**src/hdl/sdlt_ram.sv**
```systemverilog
// Generic simple dual-port RAM: one write port, one read port, registered read.
// No dependencies.
module sdlt_ram #(
    parameter int WIDTH = 32,
    parameter int DEPTH = 16,
    parameter int AW    = (DEPTH > 1) ? $clog2(DEPTH) : 1
) (
    input  logic             clk,
    input  logic             we,
    input  logic [AW-1:0]    waddr,
    input  logic [WIDTH-1:0] wdata,
    input  logic             re,
    input  logic [AW-1:0]    raddr,
    output logic [WIDTH-1:0] rdata
);

    logic [WIDTH-1:0] mem [DEPTH];
    logic [WIDTH-1:0] rdata_reg;

    // Write, and register the read word
    always_ff @(posedge clk)
    begin
        if (we)
        begin
            mem[waddr] <= wdata;
        end
        if (re)
        begin
            rdata_reg <= mem[raddr];
        end
    end

    assign rdata = rdata_reg;

endmodule

```
**config.mk**
```make
export PLATFORM = sky130hd
export DESIGN_NAME = sdlt_ram
export DESIGN_NICKNAME = d
export VERILOG_FILES = /design/src/hdl/sdlt_ram.sv
export SDC_FILE = /design/constraint.sdc
export NUM_CORES = 1
export LEC_CHECK = 0
export BUFFER_PORTS_ARGS = -buffer_cell sky130_fd_sc_hd__buf_2
export CORE_UTILIZATION = 55
export CTS_BUF_LIST = sky130_fd_sc_hd__clkbuf_16
export DETAILED_ROUTE_END_ITERATION = 10
export PLACE_DENSITY = 0.69
export SLEW_MARGIN = 30
export SYNTH_ARGS = -nofsm -noshare
export SYNTH_HDL_FRONTEND = slang
export SYNTH_SLANG_ARGS = --single-unit
export TNS_END_PERCENT = 100
```
**constraint.sdc**
```tcl
create_clock -name clk -period 4.1 [get_ports clk]
set_input_delay 0.615 -clock clk [delete_from_list [all_inputs] [get_ports clk]]
set_output_delay 0.615 -clock clk [all_outputs]
set_load 0.1 [all_outputs]
```
==> results.md <==
- Status: finished with violations
- Failing checks: design-rule violations
- Main area contributors after synthesis: edfxtp_1 81%, mux4_2 14%, a22oi_1 2.4%
- Dpl ws: 1.41 ns
- Avg Cell Area, Syn: 24.1 µm²
- GR Overflow Total: 0
- Startpoint Class: input pin
- Max-cap violations: 0
- Die span in y: roughly 190 µm
- TritonCTS clock tree: built
- Post-CTS Hold Fix Bufs: 0
- First-pass GRT wire length: 60,900 µm
- Final clock skew: between 0.02 and 0.025 ns
- Detailed Route Iter0 Violations: between 800 and 900
- CTS Sinks: 544
- Vias in the first global route: around 9,500
- Worst Hold Class: in -> reg
- Final WL: ~41,000 µm
- # setup viols final: 0
- Post-layout minimum cycle time: 2.09 ns
- CTS root buffer: clkbuf_16
- Top-area cell type share of the netlist area: between 80% and 90%
- Max reg flops: roughly 500
- Clk slew on worst S/H paths: approximately 0.060 ns
- CTS Buf Count: 53
- Area grow syn2layout: 13.6%
- Clk Latency, worst-skew pair: a little under 0.6 ns
- 1st-pass router iterations: 8
- Resized Gates After CTS: 0
- Post-route setup slack: 2.01 ns
- CTS max path bufs: 3
- Gate Count Post-Synth: between 800 and 900
- Final Wtd Congestion: ~0.73
- DRC: 16
- Net Count, Synth: between 800 and 900
- Row count: slightly below 70
- Fin crit share: 51.1%
- Routed Antenna Nets: 0
- Most frequent cells in the layout: 544 x edfxtp_1, 128 x mux4_2, 72 x buf_2
- Core box area: ~36,000 µm²
- Hpwl dp: 22,600 µm
- Reg2reg setup slack: around 2.6 ns
- GR Util All Layers: 22.5%
- I/O Buffers: 74
- Area leader, netlist: edfxtp_1
- Buffers inserted by post-CTS timing repair: 0
- DP Cell Count: about 1,400
- Nets: approximately 1,000
- Die W: slightly below 200 µm
- Sequential area share after synthesis: 81.0%
- Synth Warn #: 0
- RSZ-0062 raised after global routing: no
- Io pins: 75
- Die area: approximately 37,000 µm²
- Leak: approximately 7.4 nW
- Top fanout value on the critical path: 17
- Vias: 9,148
- Power per standard cell area: a little under 500 nW/µm²
- Max VDD drop: 0.000359 V
- CP arrival: roughly 2.3 ns
- Initial antenna violation count: 2
- Vias per cell: ~6.3
- Synthesized area: roughly 20,000 µm²
- Initial cell density of the core: 56.3%
- Headroom to the max-slew limit: approximately 37%
- Setup crit end kind: register
- Fin cells: ~1,500
- Final Max Tran Viols: 0
- Routed length per instance: between 20 and 30 µm
- Filler cells: between 2,000 and 2,500
- Share of layout cells above drive strength 1: approximately a third
- Final Util: a little under two thirds
- Largest net degree at the start of global routing: 40
- CP Data Required Time: 4.34 ns
- Crit path kind: in -> reg
- Synth cell types: 17
- TNS Setup: 0 ns
- Final Hold Viols: 0
- Synthesized flop and latch total: 544
- Max H-tree Level: 2
- Max Freq: 0.477 GHz
- Most common cell after layout, fill and taps aside: edfxtp_1
- Transition time of the tightest slew-check pin: between 0.9 and 1 ns
layout make-up:
| cell class | count | area, µm² | area share (%) |
|---|---|---|---|
| multi-input cells | 251 | 3750 | 16.4 |
| repair buffers | 110 | 702 | 3.06 |
| clock inverters | 39 | 219 | 0.956 |
| clock buffers | 53 | 1330 | 5.79 |
| flip-flops and latches | 544 | 16300 | 71.3 |
| diodes | 1 | 2.50 | 0.0109 |
| well taps | 461 | 577 | 2.52 |
per-layer routing:
| metal | vias up | part of all wire [%] | global-route usage [%] |
|---|---|---|---|
| met1 | 4882 | 43 | 33.2 |
| met3 | 63 | 7.6 | 3.92 |
| met4 | 4 | 1.8 | 5.90 |
| met2 | 352 | 48 | 35.4 |
| met5 | - | 0.056 | 0 |
| li1 | 3847 | - | - |
Yosys cell counts:
cell type and n:
buf_1 9, buf_4 11, nor3_1 4, or3b_2 1, a22oi_1 64, nand2_1 33
nor2b_1 2, nand2b_1 2, clkbuf_1 17, nor2_1 13, mux4_2 128, buf_2 4
buf_6 2, and2_1 1, nand3b_1 2, edfxtp_1 544, nand3_1 1
kinds of logic after synthesis:
logic type,synth area share [%]
compound gates,2.38
buf+inv,1.10
flops,81.0
mux,14.3
simple gates,1.25
path summary, 6_finish.rpt:
path / startpoint / end / cells past startpoint
setup / recovery: waddr[2] / mem[9][30] / 4
hold / removal: wdata[11] / mem[8][11] / 1
setup reg to reg: mem[0][18] / rdata[18] / 3
hold reg to reg: mem[12][13] / rdata[13] / 3
power breakdown:
part           total, W  leakage (nW)  internal, W  switching, W
sequential      0.00630          4.94      0.00627     0.0000331
clock           0.00437         0.828      0.00245       0.00192
combinational  0.000725          1.63     0.000220      0.000505
worst max-delay path, stage by stage:
cell	delay [ns]
buf_2	0.13
nand3b_1	0.38
nor2_4	0.77
buf_4	0.42
through the flow:
stage               cell area (µm²)  hold slack [ns]  total power [W]
floorplan                     20200            0.710          0.00691
global placement              21400            0.721          0.00713
detailed placement            21400            0.729          0.00715
CTS                           22900            0.381           0.0115
global route                  22900            0.396           0.0117
finish                        22900            0.401           0.0114
Power figures use the tool's default switching activity.
