<file path="config.mk">
export PLATFORM = sky130hd
export DESIGN_NAME = sdlt_out
export DESIGN_NICKNAME = d
export VERILOG_FILES = /design/src/hdl/sdlt_pkg.sv /design/src/hdl/sdlt_out.sv
export SDC_FILE = /design/constraint.sdc
export NUM_CORES = 1
export LEC_CHECK = 0
export BUFFER_PORTS_ARGS = -buffer_cell sky130_fd_sc_hd__buf_2
export CAP_MARGIN = 20
export CORE_ASPECT_RATIO = 0.6
export CORE_MARGIN = 3
export CORE_UTILIZATION = 39
export CTS_CLUSTER_SIZE = 14
export DETAILED_ROUTE_END_ITERATION = 10
export PLACE_DENSITY = 0.79
export RECOVER_POWER = 50
export SLEW_MARGIN = 20
export SYNTH_ARGS = -nofsm -noshare
export SYNTH_HDL_FRONTEND = slang
export SYNTH_SLANG_ARGS = --single-unit
export TNS_END_PERCENT = 10
</file>
<file path="constraint.sdc">
create_clock -name clk -period 1.5 [get_ports clk]
set_input_delay 0.3 -clock clk [delete_from_list [all_inputs] [get_ports clk]]
set_output_delay 0.3 -clock clk [all_outputs]
set_load 0.02 [all_outputs]
</file>
<file path="src/hdl/sdlt_pkg.sv">
// Shared types, constants and hash functions for the socket demux lookup table.
// No dependencies; every other file in hdl/ but sdlt_ram.sv imports this package.
package sdlt_pkg;

    // Table sizes
    localparam int CONN_ENTRIES   = 64;
    localparam int LISTEN_ENTRIES = 16;

    localparam int CONN_IDX_W = (CONN_ENTRIES > 1) ? $clog2(CONN_ENTRIES) : 1;
    localparam int LSN_IDX_W  = (LISTEN_ENTRIES > 1) ? $clog2(LISTEN_ENTRIES) : 1;

    // Field widths
    localparam int REQ_W   = 2;
    localparam int OUTC_W  = 3;
    localparam int OWNER_W = 32;
    localparam int PORT_W  = 16;
    localparam int ADDR_W  = 32;
    localparam int KEY_W   = PORT_W + ADDR_W + PORT_W;

    localparam int CONN_RAM_W = KEY_W + OWNER_W;
    localparam int LSN_RAM_W  = PORT_W + OWNER_W;

    // Last entry of each table, for probe wrap and exhaustion
    localparam logic [CONN_IDX_W-1:0] CONN_LAST = CONN_IDX_W'(CONN_ENTRIES - 1);
    localparam logic [LSN_IDX_W-1:0]  LSN_LAST  = LSN_IDX_W'(LISTEN_ENTRIES - 1);

    // Request codes
    localparam logic [REQ_W-1:0] REQ_LOOKUP   = 2'd0;
    localparam logic [REQ_W-1:0] REQ_REG_LSN  = 2'd1;
    localparam logic [REQ_W-1:0] REQ_REG_CONN = 2'd2;

    // Outcome codes
    localparam logic [OUTC_W-1:0] OUT_CONN_HIT   = 3'd0;
    localparam logic [OUTC_W-1:0] OUT_LISTEN_HIT = 3'd1;
    localparam logic [OUTC_W-1:0] OUT_MISS       = 3'd2;
    localparam logic [OUTC_W-1:0] OUT_REGISTERED = 3'd3;
    localparam logic [OUTC_W-1:0] OUT_FULL       = 3'd4;

    typedef enum logic [2:0] {
        ST_IDLE,
        ST_CONN_CHK,
        ST_CONN_CMP,
        ST_LSN_CHK,
        ST_LSN_CMP,
        ST_DONE
    } state_t;

    typedef struct packed {
        logic [OUTC_W-1:0]  outcome;
        logic [OWNER_W-1:0] owner;
    } result_t;

    typedef struct packed {
        logic                  we;
        logic [CONN_IDX_W-1:0] waddr;
        logic [CONN_RAM_W-1:0] wdata;
        logic                  re;
        logic [CONN_IDX_W-1:0] raddr;
    } conn_ram_req_t;

    typedef struct packed {
        logic                 we;
        logic [LSN_IDX_W-1:0] waddr;
        logic [LSN_RAM_W-1:0] wdata;
        logic                 re;
        logic [LSN_IDX_W-1:0] raddr;
    } lsn_ram_req_t;

    // Fold the connection key into a start slot, then bring it below the depth
    function automatic logic [CONN_IDX_W-1:0] conn_hash(input logic [KEY_W-1:0] key);
        logic [CONN_IDX_W-1:0] h;
        logic [CONN_IDX_W:0]   wide;
        h = '0;
        for (int i = 0; i < KEY_W; i++) begin
            h[i % CONN_IDX_W] = h[i % CONN_IDX_W] ^ key[i];
        end
        wide = {1'b0, h};
        if (wide >= (CONN_IDX_W + 1)'(CONN_ENTRIES)) begin
            wide = wide - (CONN_IDX_W + 1)'(CONN_ENTRIES);
        end
        return wide[CONN_IDX_W-1:0];
    endfunction

    // Fold the local port into a start slot of the listen table
    function automatic logic [LSN_IDX_W-1:0] lsn_hash(input logic [PORT_W-1:0] port);
        logic [LSN_IDX_W-1:0] h;
        logic [LSN_IDX_W:0]   wide;
        h = '0;
        for (int i = 0; i < PORT_W; i++) begin
            h[i % LSN_IDX_W] = h[i % LSN_IDX_W] ^ port[i];
        end
        wide = {1'b0, h};
        if (wide >= (LSN_IDX_W + 1)'(LISTEN_ENTRIES)) begin
            wide = wide - (LSN_IDX_W + 1)'(LISTEN_ENTRIES);
        end
        return wide[LSN_IDX_W-1:0];
    endfunction

endpackage

</file>
<file path="src/hdl/sdlt_out.sv">
// Output register for result beats, so the sequencer can take the next request.
// Uses sdlt_pkg for the result type.
module sdlt_out
    import sdlt_pkg::*;
(
    input  logic                clk,
    input  logic                rst_n,
    input  logic                res_valid,
    output logic                res_ready,
    input  result_t             res,
    output logic                m_axis_tvalid,
    input  logic                m_axis_tready,
    output logic [OUTC_W-1:0]   m_axis_tuser,
    output logic [OWNER_W-1:0]  m_axis_tdata
);

    logic    tvalid_reg, tvalid_next;
    result_t data_reg;

    assign res_ready = !tvalid_reg || m_axis_tready;

    always_comb
    begin
        tvalid_next = tvalid_reg;
        if (res_ready)
        begin
            tvalid_next = res_valid;
        end
    end

    // Hold valid until the beat is taken
    always_ff @(posedge clk or negedge rst_n)
    begin
        if (!rst_n)
        begin
            tvalid_reg <= 1'b0;
        end
        else
        begin
            tvalid_reg <= tvalid_next;
        end
    end

    // Load the payload when the slot frees
    always_ff @(posedge clk)
    begin
        if (res_ready && res_valid)
        begin
            data_reg <= res;
        end
    end

    assign m_axis_tvalid = tvalid_reg;
    assign m_axis_tuser  = data_reg.outcome;
    assign m_axis_tdata  = data_reg.owner;

endmodule

</file>
==> flow_summary.toml <==
[timing]
fmaxAchievable_ghz = 0.787
setup_viol = 0
period_share_pct = 84.7
worst_pin_slew_ns = 0.443
setup_ws_ns = 0.230
max-slew-margin-rel_pct = 70.5
rsz0062_at_grt = "false"
tns_ns = 0
whs_ns = 0.184
finalHoldViolCount = 0
fin_worst_skew_ns = 0.00236
slew_violations = 0
period_minus_slack_ns = 1.27

[placement]
gp_congestion = 0.593
dp_slack_ns = 0.194
io_buffers = 75

[clock_network]
cts_tree = "done"
h-tree-depth = 2
cts_sinks = 36
cts_root_buffer = "clkbuf_8"
cts_hold_buf = 1
cts_setup_buffers = 0
cts-buffers-inserted = 5
cts_buffer_depth = 2
clk_pin_slew_ns = 0.07
post_cts_resized = 0
clkLatencyLatePin_ns = 0.28

[routing]
vias_per_cell = 4.23
wire_per_inst_um = 13.7
drc = 0
dr_total_vias = 656
dr.pass1.iters = 4
drt-total-wl_um = 2120
dr.first_iter.drc_count = 18
ant_nets = 0

[critical_path]
endpoint_kind = "flop"
critPathRequiredTime_ns = 1.44
cp-start-kind = "flop"
r2r_setup_slack_ns = 0.23
cp_top_family = "simple AND/OR/NAND/NOR gates"
slowest_delay_ns = 0.43
crit_chain = "nand2b_2 > and2_4"
cp_slowest_cell = "and2_4"
reg2reg_to = "m_axis_tdata[19]"
r2r_start = "m_axis_tvalid"
path_max_fanout = 35
critPathBufInv = 0
reg2reg_depth = 2
worstPathArrival_ns = 1.21
path_depth = 2
path_class = "reg2reg"
worstSetupStartpoint = "m_axis_tvalid"
cp-endpoint = "m_axis_tdata[19]"

[floorplan]
ios = 76
die_area_um2 = 3530
rows = 14
initial_core_util_pct = 42.6
die_w_um = 74.7
die_h_um = 47.2
fp.coreArea_um2 = 2590

[power_and_ir_drop]
seqPwrFrac_pct = 53.9
pwr-share-comb_pct = 8.8
switching_power_uw = 463
swShare_pct = 21.1
p_int_mw = 1.73
ir_drop_uv = 623
power_density_nw_per_um2 = 1360
clockPowerShare_pct = 37.3
p_leak_nw = 0.658

[global_route]
grt_use_total_pct = 12.1
grt_pass1_wl_um = 2790
antenna_found_initial = 0
overflow = 0
grt_max_degree = 36
first_global_vias = 610

[min_path]
hp-class = "in2reg"
hold_depth = 1

[logic_synthesis]
yosysSeqAreaShare_pct = 97.4
syn-num-nets = 78
ys_warn_count = 0
synth.avg_cell_area_um2 = 28.3
synthesis.instances = 39
syn_area_um2 = 1100
synth_cell_types = 5
ys_ff_latch = 36

[finish]
antenna_cells = 0
final_common_cell = "buf_2"
drive_gt1_share_pct = 53.7
final_nets = 161
mostFrequentLayoutCells = "57 x buf_2, 35 x edfxtp_1, 19 x clkbuf_1"
num-fill-cells = 212
synthToLayoutAreaGrowth_pct = 45.8

[outcome]
outcome = "finished clean"

[run]
drv_cap = 0
-- metal layers --
layer | wire [µm] | vias up | GRT usage (%)
met5 | 0 | - | 0
met4 | 42 | 0 | 6.38
met3 | 290 | 5 | 8.55
met2 | 939 | 48 | 18.7
met1 | 851 | 285 | 12.6
li1 | - | 318 | -
-- logic make-up (layout without fill, tap and decap cells) --
family                 Yosys count  count (layout)  synth area share [%]
DFF                             36              36                  97.4
and+or+nand+nor                  3               3                  2.60
buffers and inverters            0              84                     0
-- stage by stage --
stage	area (µm²)	util, %	std cells	power [mW]
after floorplan	1100	-	39	1.30
after global placement	1520	58.6	146	1.40
after detailed placement	1520	58.6	146	1.41
after CTS	1640	63.2	155	2.22
after global routing	1610	62.1	155	2.28
final	1610	62.1	155	2.19
-- worst min path at each step --
stage | from | to
3_5_place_dp | rst_n | m_axis_tvalid
4_1_cts | res[27] | m_axis_tdata[27]
6_report | res[27] | m_axis_tdata[27]
2_1_floorplan | rst_n | m_axis_tvalid
3_3_place_gp | rst_n | m_axis_tvalid
5_1_grt | res[26] | m_axis_tdata[26]
-- flip-flops by register name, indices dropped and copies added, names as in the netlist --
signal         flops
m_axis_tdata      32
m_axis_tuser       3
m_axis_tvalid      1
-- final cells by class --
| cell class | count | area, µm² | area share [%] |
|---|---|---|---|
| clock buffers | 6 | 72.6 | 4.51 |
| clock inverters | 2 | 35.0 | 2.18 |
| multi-input cells | 3 | 23.8 | 1.48 |
| flip-flops and latches | 36 | 1080 | 66.8 |
| well taps | 32 | 40.0 | 2.49 |
| repair buffers | 76 | 363 | 22.5 |
-- cell usage after synthesis --
master    instances  area [µm²]
and2_4            1        8.76
dfrtp_1           1        25.0
edfxtp_1         35        1050
nand2b_4          1        13.8
nand2b_1          1        6.26
-- power by group through the flow --
stage                     logic (mW)  clock network [mW]  registers [mW]
final                          0.193               0.818            1.18
after floorplan               0.0269                   0            1.28
after global routing           0.210               0.885            1.19
after global placement         0.197                   0            1.20
after CTS                      0.204               0.833            1.18
after detailed placement       0.202                   0            1.20
(Power assumes the default switching activity.)
