<file path="src/hdl/sdlt_pkg.sv">
// Shared types, constants and hash functions for the socket demux lookup table.
// No dependencies; every other file in hdl/ but sdlt_ram.sv imports this package.
package sdlt_pkg;

    // Table sizes
    localparam int CONN_ENTRIES   = 64;
    localparam int LISTEN_ENTRIES = 16;

    localparam int CONN_IDX_W = (CONN_ENTRIES > 1) ? $clog2(CONN_ENTRIES) : 1;
    localparam int LSN_IDX_W  = (LISTEN_ENTRIES > 1) ? $clog2(LISTEN_ENTRIES) : 1;

    // Field widths
    localparam int REQ_W   = 2;
    localparam int OUTC_W  = 3;
    localparam int OWNER_W = 32;
    localparam int PORT_W  = 16;
    localparam int ADDR_W  = 32;
    localparam int KEY_W   = PORT_W + ADDR_W + PORT_W;

    localparam int CONN_RAM_W = KEY_W + OWNER_W;
    localparam int LSN_RAM_W  = PORT_W + OWNER_W;

    // Last entry of each table, for probe wrap and exhaustion
    localparam logic [CONN_IDX_W-1:0] CONN_LAST = CONN_IDX_W'(CONN_ENTRIES - 1);
    localparam logic [LSN_IDX_W-1:0]  LSN_LAST  = LSN_IDX_W'(LISTEN_ENTRIES - 1);

    // Request codes
    localparam logic [REQ_W-1:0] REQ_LOOKUP   = 2'd0;
    localparam logic [REQ_W-1:0] REQ_REG_LSN  = 2'd1;
    localparam logic [REQ_W-1:0] REQ_REG_CONN = 2'd2;

    // Outcome codes
    localparam logic [OUTC_W-1:0] OUT_CONN_HIT   = 3'd0;
    localparam logic [OUTC_W-1:0] OUT_LISTEN_HIT = 3'd1;
    localparam logic [OUTC_W-1:0] OUT_MISS       = 3'd2;
    localparam logic [OUTC_W-1:0] OUT_REGISTERED = 3'd3;
    localparam logic [OUTC_W-1:0] OUT_FULL       = 3'd4;

    typedef enum logic [2:0] {
        ST_IDLE,
        ST_CONN_CHK,
        ST_CONN_CMP,
        ST_LSN_CHK,
        ST_LSN_CMP,
        ST_DONE
    } state_t;

    typedef struct packed {
        logic [OUTC_W-1:0]  outcome;
        logic [OWNER_W-1:0] owner;
    } result_t;

    typedef struct packed {
        logic                  we;
        logic [CONN_IDX_W-1:0] waddr;
        logic [CONN_RAM_W-1:0] wdata;
        logic                  re;
        logic [CONN_IDX_W-1:0] raddr;
    } conn_ram_req_t;

    typedef struct packed {
        logic                 we;
        logic [LSN_IDX_W-1:0] waddr;
        logic [LSN_RAM_W-1:0] wdata;
        logic                 re;
        logic [LSN_IDX_W-1:0] raddr;
    } lsn_ram_req_t;

    // Fold the connection key into a start slot, then bring it below the depth
    function automatic logic [CONN_IDX_W-1:0] conn_hash(input logic [KEY_W-1:0] key);
        logic [CONN_IDX_W-1:0] h;
        logic [CONN_IDX_W:0]   wide;
        h = '0;
        for (int i = 0; i < KEY_W; i++) begin
            h[i % CONN_IDX_W] = h[i % CONN_IDX_W] ^ key[i];
        end
        wide = {1'b0, h};
        if (wide >= (CONN_IDX_W + 1)'(CONN_ENTRIES)) begin
            wide = wide - (CONN_IDX_W + 1)'(CONN_ENTRIES);
        end
        return wide[CONN_IDX_W-1:0];
    endfunction

    // Fold the local port into a start slot of the listen table
    function automatic logic [LSN_IDX_W-1:0] lsn_hash(input logic [PORT_W-1:0] port);
        logic [LSN_IDX_W-1:0] h;
        logic [LSN_IDX_W:0]   wide;
        h = '0;
        for (int i = 0; i < PORT_W; i++) begin
            h[i % LSN_IDX_W] = h[i % LSN_IDX_W] ^ port[i];
        end
        wide = {1'b0, h};
        if (wide >= (LSN_IDX_W + 1)'(LISTEN_ENTRIES)) begin
            wide = wide - (LSN_IDX_W + 1)'(LISTEN_ENTRIES);
        end
        return wide[LSN_IDX_W-1:0];
    endfunction

endpackage

</file>
<file path="src/hdl/sdlt_ctrl.sv">
// Request sequencer: linear-probe search, insert and update over both tables.
// Holds the valid bits; keys and owners live in the two sdlt_ram instances. Uses sdlt_pkg.
module sdlt_ctrl
    import sdlt_pkg::*;
(
    input  logic                  clk,
    input  logic                  rst_n,
    input  logic                  in_valid,
    output logic                  in_ready,
    input  logic [REQ_W-1:0]      in_req,
    input  logic [OWNER_W-1:0]    in_owner,
    input  logic [PORT_W-1:0]     in_lport,
    input  logic [ADDR_W-1:0]     in_raddr,
    input  logic [PORT_W-1:0]     in_rport,
    output conn_ram_req_t         conn_ram,
    input  logic [CONN_RAM_W-1:0] conn_rdata,
    output lsn_ram_req_t          lsn_ram,
    input  logic [LSN_RAM_W-1:0]  lsn_rdata,
    output logic                  res_valid,
    input  logic                  res_ready,
    output result_t               res
);

    state_t                state_reg, state_next;
    logic [REQ_W-1:0]      req_reg, req_next;
    logic [OWNER_W-1:0]    owner_reg, owner_next;
    logic [KEY_W-1:0]      key_reg, key_next;
    logic [CONN_IDX_W-1:0] cidx_reg, cidx_next;
    logic [CONN_IDX_W-1:0] ccnt_reg, ccnt_next;
    logic [LSN_IDX_W-1:0]  lidx_reg, lidx_next;
    logic [LSN_IDX_W-1:0]  lcnt_reg, lcnt_next;
    result_t               res_reg, res_next;

    logic                  conn_valid_reg [CONN_ENTRIES];
    logic                  lsn_valid_reg [LISTEN_ENTRIES];
    logic                  conn_set;
    logic                  lsn_set;
    logic [KEY_W-1:0]      in_key;
    logic [CONN_IDX_W-1:0] cidx_adv;
    logic [LSN_IDX_W-1:0]  lidx_adv;

    assign in_key   = {in_lport, in_raddr, in_rport};
    assign cidx_adv = (cidx_reg == CONN_LAST) ? '0 : cidx_reg + 1'b1;
    assign lidx_adv = (lidx_reg == LSN_LAST) ? '0 : lidx_reg + 1'b1;

    // State register
    always_ff @(posedge clk or negedge rst_n)
    begin
        if (!rst_n)
        begin
            state_reg <= ST_IDLE;
        end
        else
        begin
            state_reg <= state_next;
        end
    end

    // Valid bits: clear at reset, set on insert
    always_ff @(posedge clk or negedge rst_n)
    begin
        if (!rst_n)
        begin
            for (int i = 0; i < CONN_ENTRIES; i++)
            begin
                conn_valid_reg[i] <= 1'b0;
            end
            for (int i = 0; i < LISTEN_ENTRIES; i++)
            begin
                lsn_valid_reg[i] <= 1'b0;
            end
        end
        else
        begin
            if (conn_set)
            begin
                conn_valid_reg[cidx_reg] <= 1'b1;
            end
            if (lsn_set)
            begin
                lsn_valid_reg[lidx_reg] <= 1'b1;
            end
        end
    end

    // Request payload and probe pointers
    always_ff @(posedge clk)
    begin
        req_reg   <= req_next;
        owner_reg <= owner_next;
        key_reg   <= key_next;
        cidx_reg  <= cidx_next;
        ccnt_reg  <= ccnt_next;
        lidx_reg  <= lidx_next;
        lcnt_reg  <= lcnt_next;
        res_reg   <= res_next;
    end

    // Next state, memory requests and result
    always_comb
    begin
        state_next = state_reg;
        req_next   = req_reg;
        owner_next = owner_reg;
        key_next   = key_reg;
        cidx_next  = cidx_reg;
        ccnt_next  = ccnt_reg;
        lidx_next  = lidx_reg;
        lcnt_next  = lcnt_reg;
        res_next   = res_reg;
        conn_set   = 1'b0;
        lsn_set    = 1'b0;
        in_ready   = 1'b0;
        res_valid  = 1'b0;

        conn_ram.we    = 1'b0;
        conn_ram.re    = 1'b0;
        conn_ram.waddr = cidx_reg;
        conn_ram.raddr = cidx_reg;
        conn_ram.wdata = {key_reg, owner_reg};
        lsn_ram.we     = 1'b0;
        lsn_ram.re     = 1'b0;
        lsn_ram.waddr  = lidx_reg;
        lsn_ram.raddr  = lidx_reg;
        lsn_ram.wdata  = {key_reg[KEY_W-1 -: PORT_W], owner_reg};

        case (state_reg)
            ST_IDLE:
            begin
                in_ready = 1'b1;
                if (in_valid)
                begin
                    req_next         = in_req;
                    owner_next       = in_owner;
                    key_next         = in_key;
                    cidx_next        = conn_hash(in_key);
                    lidx_next        = lsn_hash(in_lport);
                    ccnt_next        = '0;
                    lcnt_next        = '0;
                    res_next.outcome = OUT_MISS;
                    res_next.owner   = '0;
                    if (in_req == REQ_LOOKUP || in_req == REQ_REG_CONN)
                    begin
                        state_next = ST_CONN_CHK;
                    end
                    else if (in_req == REQ_REG_LSN)
                    begin
                        state_next = ST_LSN_CHK;
                    end
                    else
                    begin
                        state_next = ST_DONE;
                    end
                end
            end

            // Empty slot ends the probe; otherwise fetch the entry
            ST_CONN_CHK:
            begin
                if (!conn_valid_reg[cidx_reg])
                begin
                    if (req_reg == REQ_REG_CONN)
                    begin
                        conn_ram.we      = 1'b1;
                        conn_set         = 1'b1;
                        res_next.outcome = OUT_REGISTERED;
                        state_next       = ST_DONE;
                    end
                    else
                    begin
                        state_next = ST_LSN_CHK;
                    end
                end
                else
                begin
                    conn_ram.re = 1'b1;
                    state_next  = ST_CONN_CMP;
                end
            end

            ST_CONN_CMP:
            begin
                if (conn_rdata[CONN_RAM_W-1 -: KEY_W] == key_reg)
                begin
                    if (req_reg == REQ_REG_CONN)
                    begin
                        conn_ram.we      = 1'b1;
                        res_next.outcome = OUT_REGISTERED;
                    end
                    else
                    begin
                        res_next.outcome = OUT_CONN_HIT;
                        res_next.owner   = conn_rdata[OWNER_W-1:0];
                    end
                    state_next = ST_DONE;
                end
                else if (ccnt_reg == CONN_LAST)
                begin
                    // Every slot probed without a match
                    if (req_reg == REQ_REG_CONN)
                    begin
                        res_next.outcome = OUT_FULL;
                        state_next       = ST_DONE;
                    end
                    else
                    begin
                        state_next = ST_LSN_CHK;
                    end
                end
                else
                begin
                    cidx_next  = cidx_adv;
                    ccnt_next  = ccnt_reg + 1'b1;
                    state_next = ST_CONN_CHK;
                end
            end

            ST_LSN_CHK:
            begin
                if (!lsn_valid_reg[lidx_reg])
                begin
                    if (req_reg == REQ_REG_LSN)
                    begin
                        lsn_ram.we       = 1'b1;
                        lsn_set          = 1'b1;
                        res_next.outcome = OUT_REGISTERED;
                    end
                    state_next = ST_DONE;
                end
                else
                begin
                    lsn_ram.re = 1'b1;
                    state_next = ST_LSN_CMP;
                end
            end

            ST_LSN_CMP:
            begin
                if (lsn_rdata[LSN_RAM_W-1 -: PORT_W] == key_reg[KEY_W-1 -: PORT_W])
                begin
                    if (req_reg == REQ_REG_LSN)
                    begin
                        lsn_ram.we       = 1'b1;
                        res_next.outcome = OUT_REGISTERED;
                    end
                    else
                    begin
                        res_next.outcome = OUT_LISTEN_HIT;
                        res_next.owner   = lsn_rdata[OWNER_W-1:0];
                    end
                    state_next = ST_DONE;
                end
                else if (lcnt_reg == LSN_LAST)
                begin
                    if (req_reg == REQ_REG_LSN)
                    begin
                        res_next.outcome = OUT_FULL;
                    end
                    state_next = ST_DONE;
                end
                else
                begin
                    lidx_next  = lidx_adv;
                    lcnt_next  = lcnt_reg + 1'b1;
                    state_next = ST_LSN_CHK;
                end
            end

            // Hold the result until the output stage takes it
            ST_DONE:
            begin
                res_valid = 1'b1;
                if (res_ready)
                begin
                    state_next = ST_IDLE;
                end
            end

            default:
            begin
                state_next = ST_IDLE;
            end
        endcase
    end

    assign res = res_reg;

    // Any table write finishes the request
    a_write_ends: assert property (@(posedge clk) disable iff (!rst_n)
        (conn_ram.we || lsn_ram.we) |=> state_reg == ST_DONE)
        else $error("table write did not finish the request");

    // An accepted beat starts work
    a_accept_busy: assert property (@(posedge clk) disable iff (!rst_n)
        (in_valid && in_ready) |=> state_reg != ST_IDLE)
        else $error("accepted beat left the sequencer idle");

    // An insert marks its slot valid
    a_conn_insert: assert property (@(posedge clk) disable iff (!rst_n)
        conn_set |=> conn_valid_reg[$past(cidx_reg)])
        else $error("connection insert did not set its valid bit");

    // Registered and full answer only register requests
    a_reg_outcome: assert property (@(posedge clk) disable iff (!rst_n)
        (res_valid && (res.outcome == OUT_REGISTERED || res.outcome == OUT_FULL))
            |-> (req_reg == REQ_REG_LSN || req_reg == REQ_REG_CONN))
        else $error("register outcome on a non-register request");

endmodule

</file>
<file path="config.mk">
export PLATFORM = sky130hd
export DESIGN_NAME = sdlt_ctrl
export DESIGN_NICKNAME = d
export VERILOG_FILES = /design/src/hdl/sdlt_pkg.sv /design/src/hdl/sdlt_ctrl.sv
export SDC_FILE = /design/constraint.sdc
export NUM_CORES = 1
export LEC_CHECK = 0
export ABC_CLOCK_PERIOD_IN_PS = 4200
export BUFFER_PORTS_ARGS = -buffer_cell sky130_fd_sc_hd__buf_2
export CAP_MARGIN = 20
export CORE_AREA = 5 5 174 176
export CTS_CLUSTER_DIAMETER = 60
export CTS_CLUSTER_SIZE = 8
export DETAILED_ROUTE_END_ITERATION = 12
export DIE_AREA = 0 0 179 181
export PLACE_DENSITY_LB_ADDON = 0.2
export SLEW_MARGIN = 20
export SYNTH_ARGS = -nofsm -noshare
export SYNTH_HDL_FRONTEND = slang
export SYNTH_SLANG_ARGS = --single-unit
export TNS_END_PERCENT = 50
</file>
<file path="constraint.sdc">
create_clock -name clk -period 4.2 [get_ports clk]
set_clock_uncertainty 0.2 [all_clocks]
set_input_delay 0.42 -clock clk [delete_from_list [all_inputs] [get_ports clk]]
set_output_delay 0.42 -clock clk [all_outputs]
set_load 0.005 [all_outputs]
</file>
==> results of run 1 <==
[worst max-delay path by stage]
stage | from | cells after the start | endpoint | slack, ns
after detailed placement | conn_rdata[45] | 9 | conn_ram[109] | 0.71
after global placement | conn_rdata[45] | 9 | conn_ram[109] | 0.72
after global routing | key_reg[13]$_DFFE_PP_ | 8 | conn_ram[109] | 0.16
final | key_reg[13]$_DFFE_PP_ | 8 | conn_ram[109] | 0.24
after floorplan | state_reg[1]$_DFFE_PN0P_ | 4 | key_reg[0]$_DFFE_PP_ | 0.56
after CTS | key_reg[13]$_DFFE_PP_ | 8 | conn_ram[109] | 0.29
[cells by family (layout without fill, tap and decap cells)]
| group | count (synthesis) | count (layout) |
|---|---|---|
| xor gates and xnor gates | 157 | 157 |
| DFF | 236 | 236 |
| and+or+nand+nor | 166 | 166 |
| muxes | 32 | 32 |
| adders and majority gates | 7 | 7 |
| other | 0 | 1 |
| buffers and inverters | 109 | 628 |
| AOI/OAI and AO/OA | 175 | 175 |
[final cells by class]
cell class	instances	area (µm²)
flip-flops and latches	236	6670
clock buffers	50	963
repair buffers	564	3400
well taps	384	480
inverters	10	40.0
fillers	2447	12700
clock inverters	4	37.5
multi-input cells	537	4160
diodes	1	2.50
[power by group]
part           leakage [nW]  total (mW)  switching, mW  internal [mW]
Clock                 0.482        2.60           1.02           1.58
Sequential             2.56        3.90          0.537           3.36
Combinational          3.78        3.24           1.85           1.39
Total                  6.82        9.75           3.41           6.33
[critical path: cells and delay by family, from the launching register on]
kind / cells / cell delay (ns)
XOR/XNOR: 1 / 0.66
flip-flops: 1 / 0.39
AO/OA/AOI/OAI: 1 / 0.18
buffers and inverters: 2 / 0.28
AND/OR/NAND/NOR: 4 / 1.32
[cell usage after synthesis, types with 3 or more instances]
library cell | n | area, µm²
mux2i_1 | 20 | 200
clkbuf_1 | 20 | 75.1
o22ai_1 | 5 | 31.3
a22o_1 | 33 | 289
nand3_1 | 17 | 85.1
and2_1 | 7 | 43.8
a2bb2oi_1 | 3 | 26.3
a21oi_1 | 12 | 60.1
nand2b_1 | 6 | 37.5
buf_1 | 6 | 22.5
a31oi_1 | 3 | 18.8
and3_1 | 10 | 62.6
edfxtp_1 | 153 | 4590
a31o_1 | 25 | 219
xnor2_1 | 140 | 1230
nand4_1 | 21 | 131
nor2_1 | 38 | 143
o21bai_1 | 26 | 195
nand2_1 | 29 | 109
inv_1 | 8 | 30.0
buf_6 | 6 | 67.6
o21ai_0 | 9 | 45.0
mux4_2 | 7 | 158
buf_2 | 8 | 40.0
xor2_1 | 17 | 149
a41o_1 | 8 | 80.1
nor4_1 | 7 | 43.8
ha_1 | 7 | 87.6
a211oi_1 | 3 | 22.5
a31o_2 | 16 | 140
nor2b_1 | 8 | 50.1
nor3_1 | 10 | 50.1
buf_4 | 58 | 435
mux2_1 | 3 | 33.8
a21o_1 | 11 | 82.6
dfrtp_1 | 83 | 2080
[stage by stage]
| stage | hold WS (ns) | utilization, % | setup slack [ns] |
|---|---|---|---|
| floorplan | -0.0756 | - | 0.560 |
| global placement | 0.239 | 48.3 | 0.724 |
| detailed placement | 0.244 | 48.3 | 0.712 |
| CTS | 0.000758 | 55.3 | 0.288 |
| global route | 0.00144 | 55.3 | 0.162 |
| finish | 0.0125 | 55.3 | 0.236 |
[routing by layer]
metal  vias up  global-route usage, %
met1      4660                   34.5
met2       451                   40.8
li1       4217                      -
met4         2                   6.29
met5         -                      0
met3        66                   10.9
==> impl_metrics.ini, run 1 <==
[yosys]
synthSimpleGateAreaFrac_pct = 7.64
synth_top_family_by_area = compound AO/OA/AOI/OAI gates
syn_inst = 882
ys_ff_latch = 236
synth_compound_area_share_pct = 12.1
synth_warnings = 0
synth_fa_ha_area_share_pct = 0.761
synth_xor_area_share_pct = 11.9
synth.distinct_cells = 68
avgSynthCellArea_um2 = 13.0
syn-cell-area_um2 = 11500
synth_mux_area_share_pct = 3.60
synth_ff_type = edfxtp_1
async_reset_ff_share_pct = 35.2
seq_area_frac_synth_pct = 58.0
synthesis.nets = 1135
synth_edf_count = 153

[drt]
top_layer = met5
first_pass_iters = 5
vias_per_cell = 5.26
vias = 9396
wl_met2_mm = 19.9
route.met3.wl_mm = 5.32
drt_wl_total_mm = 44.2
drc = 0
first_iter_violations = 707
postRouteAntennaNets = 0
wl_per_cell_um = 24.7
wl_met1_mm = 17.9

[cts]
path_clk_slew_ns = 0.05
postCtsHoldBufs = 100
postCtsSetupBuffers = 0
cts_sinks = 236
clkLatencyLatePin_ns = 0.51
cts_tree = built
cts-root-buf = clkbuf_16
htree_levels = 2
clk_path_buf_depth = 3
numCtsBuffers = 36
cts_resized = 0

[hold_path]
hold-path-cell-count = 1
hp-start = in_lport[7]
hold_path_end = key_reg[55]$_DFFE_PP_
hold_path.class = in2reg

[timing]
setup_tns_ns = 0
period_needed_ns = 3.96
drv_slew = 0
hold_viol_final = 0
setup_viol = 0
slew_headroom_pct = 39.6
tightest_slew_ns = 0.903
rsz0062_at_grt = no
max_freq_mhz = 252
finalCritPeriodShare_pct = 94.4

[place]
globalplace.congestion = 0.932
post_dp_cell_area_um2 = 13700
place_inst = 1631
port_buffers = 450
hpwl_mm = 33.2

[critical_path]
cp.required_ns = 3.58
crit_chain = xnor2_1 -> nand4_1 -> nor4_1 -> buf_4 -> nand4_1 -> nor2_1 -> a21o_1 -> buf_2
worst_r2r_path_depth = 8
cp-start-kind = flip-flop
rrSetupSlack_ns = 0.90
path_max_fanout = 5
cp_common_cell = nand4_1
cpPeakStageDelay_ns = 0.66
worstPathArrival_ns = 3.34
crit_slowest_cell = xnor2_1
reg2reg_from = key_reg[13]$_DFFE_PP_
timing.rr.end = res[16]$_DFFE_PP_
cp-end-kind = output pin
path_class = reg2out

[grt]
grt_overflow = 0
grt_pass1_vias = 9731
grt_max_degree = 84
grt_pass1_wl_mm = 63.0
grt_antenna_before_repair = 2
track_usage_pct = 26.3

[floorplan]
die-area_um2 = 32400
die_w_um = 179
die_h_um = 181
io_pins = 451
coreArea_um2 = 28500
row_count = 62
initial_core_util_pct = 40.4

[final_layout]
final_cells = 1786
final_area_um2 = 15800
nNetsFinal = 1638
area_growth_syn_to_layout_pct = 36.9
final_cell_mix = buf_2, edfxtp_1, xnor2_1
drive_gt1_share_pct = 38.5
layout_commonest_cell = buf_2

[power_and_ir_drop]
leakage_nw = 6.82
powerDensity_nw_per_um2 = 619
peakVddDrop_uv = 325
power_mw = 9.75

[run_status]
status = finished clean

[flow_run]
drv_cap = 0
Note: power is estimated with default switching activity, not from simulation.
==> run 2: changes to the inputs <==
==> constraint.sdc (replaced) <==
create_clock -name clk -period 4.2 [get_ports clk]
set_clock_uncertainty 0.2 [all_clocks]
set_input_delay 0.84 -clock clk [delete_from_list [all_inputs] [get_ports clk]]
set_output_delay 0.84 -clock clk [all_outputs]
set_load 0.005 [all_outputs]
==> impl_metrics.ini, run 2 (same netlist as run 1, synthesis figures left out) <==
[floorplan]
coreArea_um2 = 28500
row_count = 62
io_pins = 451
die_w_um = 179
initial_core_util_pct = 40.4
die-area_um2 = 32400
die_h_um = 181

[critical_path]
cp.required_ns = 3.16
crit_chain = buf_12 -> mux4_2 -> mux2i_1 -> nor2_1 -> a221o_1 -> nor4b_2 -> nor2_1 -> buf_2
worst-path-buf-inv = 2
crit_slowest_cell = edfxtp_1
path_delay_family = multiplexers
cp-end-kind = output pin
path_class = reg2out
path_max_fanout = 26
cp_common_cell = nor2_1
cp-start-kind = flip-flop
cpPeakStageDelay_ns = 0.53
worstPathArrival_ns = 3.00

[timing]
max_freq_mhz = 247
rsz0062_at_grt = no
period_needed_ns = 4.04
setup_viol = 0
hold_viol_final = 0
finalCritPeriodShare_pct = 96.3
drv_slew = 0
setup_tns_ns = 0
tightest_slew_ns = 0.889
slew_headroom_pct = 40.5
timing.hold.ws_ns = 0.187

[grt]
grt_pass1_vias = 9085
grt_overflow = 0
track_usage_pct = 24.9
grt_pass1_wl_mm = 59.3
grt_antenna_before_repair = 3
grt_max_degree = 84

[final_layout]
area_growth_syn_to_layout_pct = 29.2
regArea_um2 = 6670
nNetsFinal = 1544
layout_commonest_cell = buf_2
drive_gt1_share_pct = 41.7
multiInputGateArea_um2 = 4160
final_cell_mix = buf_2, edfxtp_1, xnor2_1
n_fill_cell = 2566

[drt]
drt_wl_total_mm = 42.1
first_iter_violations = 637
drc = 0
vias = 8911
wl_per_cell_um = 24.9
postRouteAntennaNets = 0
first_pass_iters = 5
vias_per_cell = 5.26

[cts]
postCtsSetupBuffers = 0
path_clk_slew_ns = 0.05
cts_sinks = 236
numCtsBuffers = 36
htree_levels = 2
cts_tree = built
clkLatencyLatePin_ns = 0.50
clk_path_buf_depth = 3
cts-root-buf = clkbuf_16

[power_and_ir_drop]
peakVddDrop_uv = 323
power_mw = 9.79
powerDensity_nw_per_um2 = 658
leakage_nw = 6.46

[run_status]
status = finished clean

[place]
globalplace.congestion = 0.943
port_buffers = 450
hpwl_mm = 33.1

[flow_run]
drv_cap = 0

[hold_path]
hold_path.class = in2async
[run 2: final timing paths]
check / start / end / slack [ns] / depth (start not counted)
max in group asynchronous: rst_n / conn_valid_reg[7]$_DFFE_PN0P_ / 3.05 / 1
max: cidx_reg[0]$_DFFE_PP_ / conn_ram[6] / 0.16 / 8
min in group clk: conn_valid_reg[18]$_DFFE_PN0P_ / conn_valid_reg[18]$_DFFE_PN0P_ / 0.25 / 1
max reg2reg: key_reg[7]$_DFFE_PP_ / res[7]$_DFFE_PP_ / 1.05 / 10
min reg2reg: conn_valid_reg[18]$_DFFE_PN0P_ / conn_valid_reg[18]$_DFFE_PN0P_ / 0.25 / 1
min: rst_n / lsn_valid_reg[14]$_DFFE_PN0P_ / 0.19 / 1
[run 2: report_power, final]
part | internal, mW | total (mW) | switching, mW
combinational | 1.37 | 3.18 | 1.81
sequential | 3.36 | 3.90 | 0.538
clock | 1.71 | 2.71 | 1.00
[run 2: cell type report]
cell class	count	share of cell area, %
sequential	236	44.9
multi-input combinational	537	27.9
timing repair buffer	470	16.6
clock buffer	54	6.86
tap	384	3.23
inverter	10	0.269
clock inverter	1	0.202
antenna	1	0.0168
[run 2: through the flow]
| step | cells | area (µm²) | setup WS [ns] | utilization, % |
|---|---|---|---|---|
| floorplan | 882 | 11500 | 0.560 | - |
| global placement | 1637 | 13800 | 0.432 | 48.5 |
| detailed placement | 1637 | 13800 | 0.264 | 48.5 |
| CTS | 1692 | 14900 | 0.109 | 52.2 |
| global route | 1693 | 14900 | 0.000365 | 52.2 |
| finish | 1693 | 14900 | 0.155 | 52.2 |
[run 2: repair_timing]
action	4_1_cts	5_1_grt
gates resized for setup	0	1
hold buffers	0	0
endpoints found under the setup margin	0	1
[run 2: metal layers]
layer	track usage, %	vias up	routed length, µm
met5	0	-	22
met4	4.18	4	543
met3	13.4	48	6040
met2	39.2	436	19000
met1	31.0	4395	16500
li1	-	4028	-
==> run 3: changes to the inputs <==
- RECOVER_POWER: not set -> 100
==> impl_metrics.ini, run 3 (same netlist as run 1, synthesis figures left out) <==
[run_status]
status = finished, violations left
violations = max-capacitance violations, max-slew violations

[timing]
max_freq_mhz = 248
drv_slew = 84
rsz0062_at_grt = no
tightest_slew_ns = 2.14
setup_tns_ns = 0
slew_headroom_pct = -42.9
finalCritPeriodShare_pct = 96.0
period_needed_ns = 4.03
setup_viol = 0
hold_viol_final = 0

[place]
globalplace.congestion = 0.943
hpwl_mm = 33.1
port_buffers = 450

[power_and_ir_drop]
p_clk_share_pct = 28.1
seqPwrFrac_pct = 40.6
powerDensity_nw_per_um2 = 665
power.switching_mw = 3.34
power_frac_comb_pct = 31.3
internal_power_mw = 6.31
swShare_pct = 34.6
peakVddDrop_uv = 327
leakage_nw = 5.82

[final_layout]
n_fill_cell = 2696
nNetsFinal = 1544
num_antenna_cells = 0
finish.utilization_pct = 51.0
area_growth_syn_to_layout_pct = 26.1
drive_gt1_share_pct = 24.9
layout_commonest_cell = buf_2
final_cell_mix = buf_2, clkbuf_1, edfxtp_1

[critical_path]
crit_slowest_cell = edfxtp_1
cp.required_ns = 3.16
worstPathArrival_ns = 2.99
cp-startpoint = cidx_reg[1]$_DFFE_PP_
cp-start-kind = flip-flop
path_max_fanout = 16
cpPeakStageDelay_ns = 0.63
path_class = reg2out
reg2reg_from = state_reg[1]$_DFFE_PN0P_
cp_common_cell = buf_4
cp-end-kind = output pin
crit_chain = buf_4 -> and2_0 -> a2bb2oi_1 -> o32a_1 -> o22ai_1 -> buf_4 -> nor4b_2 -> nor2_1 -> buf_2

[drt]
first_pass_iters = 5
wl_per_cell_um = 24.9
drt_wl_total_mm = 42.1
vias_per_cell = 5.23
vias = 8855
drc = 0
first_iter_violations = 583
postRouteAntennaNets = 0

[cts]
clk_path_buf_depth = 3
numCtsBuffers = 36
clkLatencyLatePin_ns = 0.50
cts_sinks = 236
postCtsHoldBufs = 0
path_clk_slew_ns = 0.05
htree_levels = 2
cts-root-buf = clkbuf_16
cts_tree = built

[flow_run]
drv_cap = 1

[hold_path]
hp-start = conn_valid_reg[18]$_DFFE_PN0P_
hold_path.class = reg2reg

[grt]
track_usage_pct = 24.9
grt_max_degree = 84
grt_pass1_wl_mm = 59.3
grt_pass1_vias = 9085
grt_overflow = 0
grt_antenna_before_repair = 2

[floorplan]
die_w_um = 179
initial_core_util_pct = 40.4
row_count = 62
die_h_um = 181
die-area_um2 = 32400
coreArea_um2 = 28500
io_pins = 451
[run 3: cell count changes in the layout (fill, tap and decap cells not counted), moves of 2 or more]
cell and delta:
and2_1 -5, clkbuf_1 +215, buf_4 -6, buf_2 -211, buf_1 +2, and2_0 +5
buf_12 -3, clkbuf_2 +3
[run 3: final cells by class]
class                           count  area, µm²  share of cell area, %
Clock buffer                       54       1020                   7.02
Tap cell                          384        480                   3.31
Clock inverter                      1       30.0                  0.207
Timing Repair Buffer              470       2140                   14.7
Inverter                           10       38.8                  0.267
Sequential cell                   236       6670                   46.0
Multi-Input combinational cell    537       4140                   28.5
[run 3: per-layer routing]
layer | part of all wire, % | track usage, % | vias up
li1 | - | - | 4024
met1 | 39 | 31.0 | 4351
met2 | 45 | 39.2 | 426
met3 | 14 | 13.4 | 50
met4 | 1.4 | 4.18 | 4
met5 | 0.052 | 0 | -
[run 3: per-stage QoR]
stage | setup slack [ns] | hold WS [ns] | instance area [µm²] | power (mW) | instances
2_1_floorplan | 0.560 | 0.223 | 11500 | 5.74 | 882
3_3_place_gp | 0.432 | 0.236 | 13800 | 7.07 | 1637
3_5_place_dp | 0.264 | 0.242 | 13800 | 7.10 | 1637
4_1_cts | 0.109 | 0.254 | 14900 | 9.86 | 1692
5_1_grt | 0.0371 | 0.270 | 14500 | 10.2 | 1692
6_report | 0.167 | 0.249 | 14500 | 9.65 | 1692
[run 3: worst max-delay path: cells and delay by family (launching register included)]
| kind | cells | cell delay, ns |
|---|---|---|
| compound gates | 3 | 0.55 |
| flops | 1 | 0.63 |
| buf+inv | 3 | 0.60 |
| simple gates | 3 | 0.69 |
[run 3: final timing paths]
check | slack [ns] | depth (start not counted) | end
worst max-delay path | 0.17 | 9 | conn_ram[6]
worst min-delay path | 0.25 | 1 | conn_valid_reg[18]$_DFFE_PN0P_
worst max register to register | 0.43 | 4 | key_reg[48]$_DFFE_PP_
worst min register to register | 0.25 | 1 | conn_valid_reg[18]$_DFFE_PN0P_
max in group asynchronous | 1.76 | 1 | conn_valid_reg[7]$_DFFE_PN0P_
min in group asynchronous | 0.74 | 1 | lsn_valid_reg[14]$_DFFE_PN0P_
[run 3: repair_timing]
action                                  in CTS  in global routing
hold endpoints to repair                     0                  0
setup buffers                                0                  0
resized for setup                            0                  1
endpoints found under the setup margin       0                  1
[run 3: power by group through the flow]
stage / clock network (mW) / registers, mW / logic [mW]
floorplan: 0 / 3.76 / 1.98
global placement: 0 / 3.91 / 3.16
finish: 2.71 / 3.92 / 3.02
global route: 2.87 / 4.01 / 3.31
detailed placement: 0 / 3.92 / 3.17
CTS: 2.76 / 3.90 / 3.20
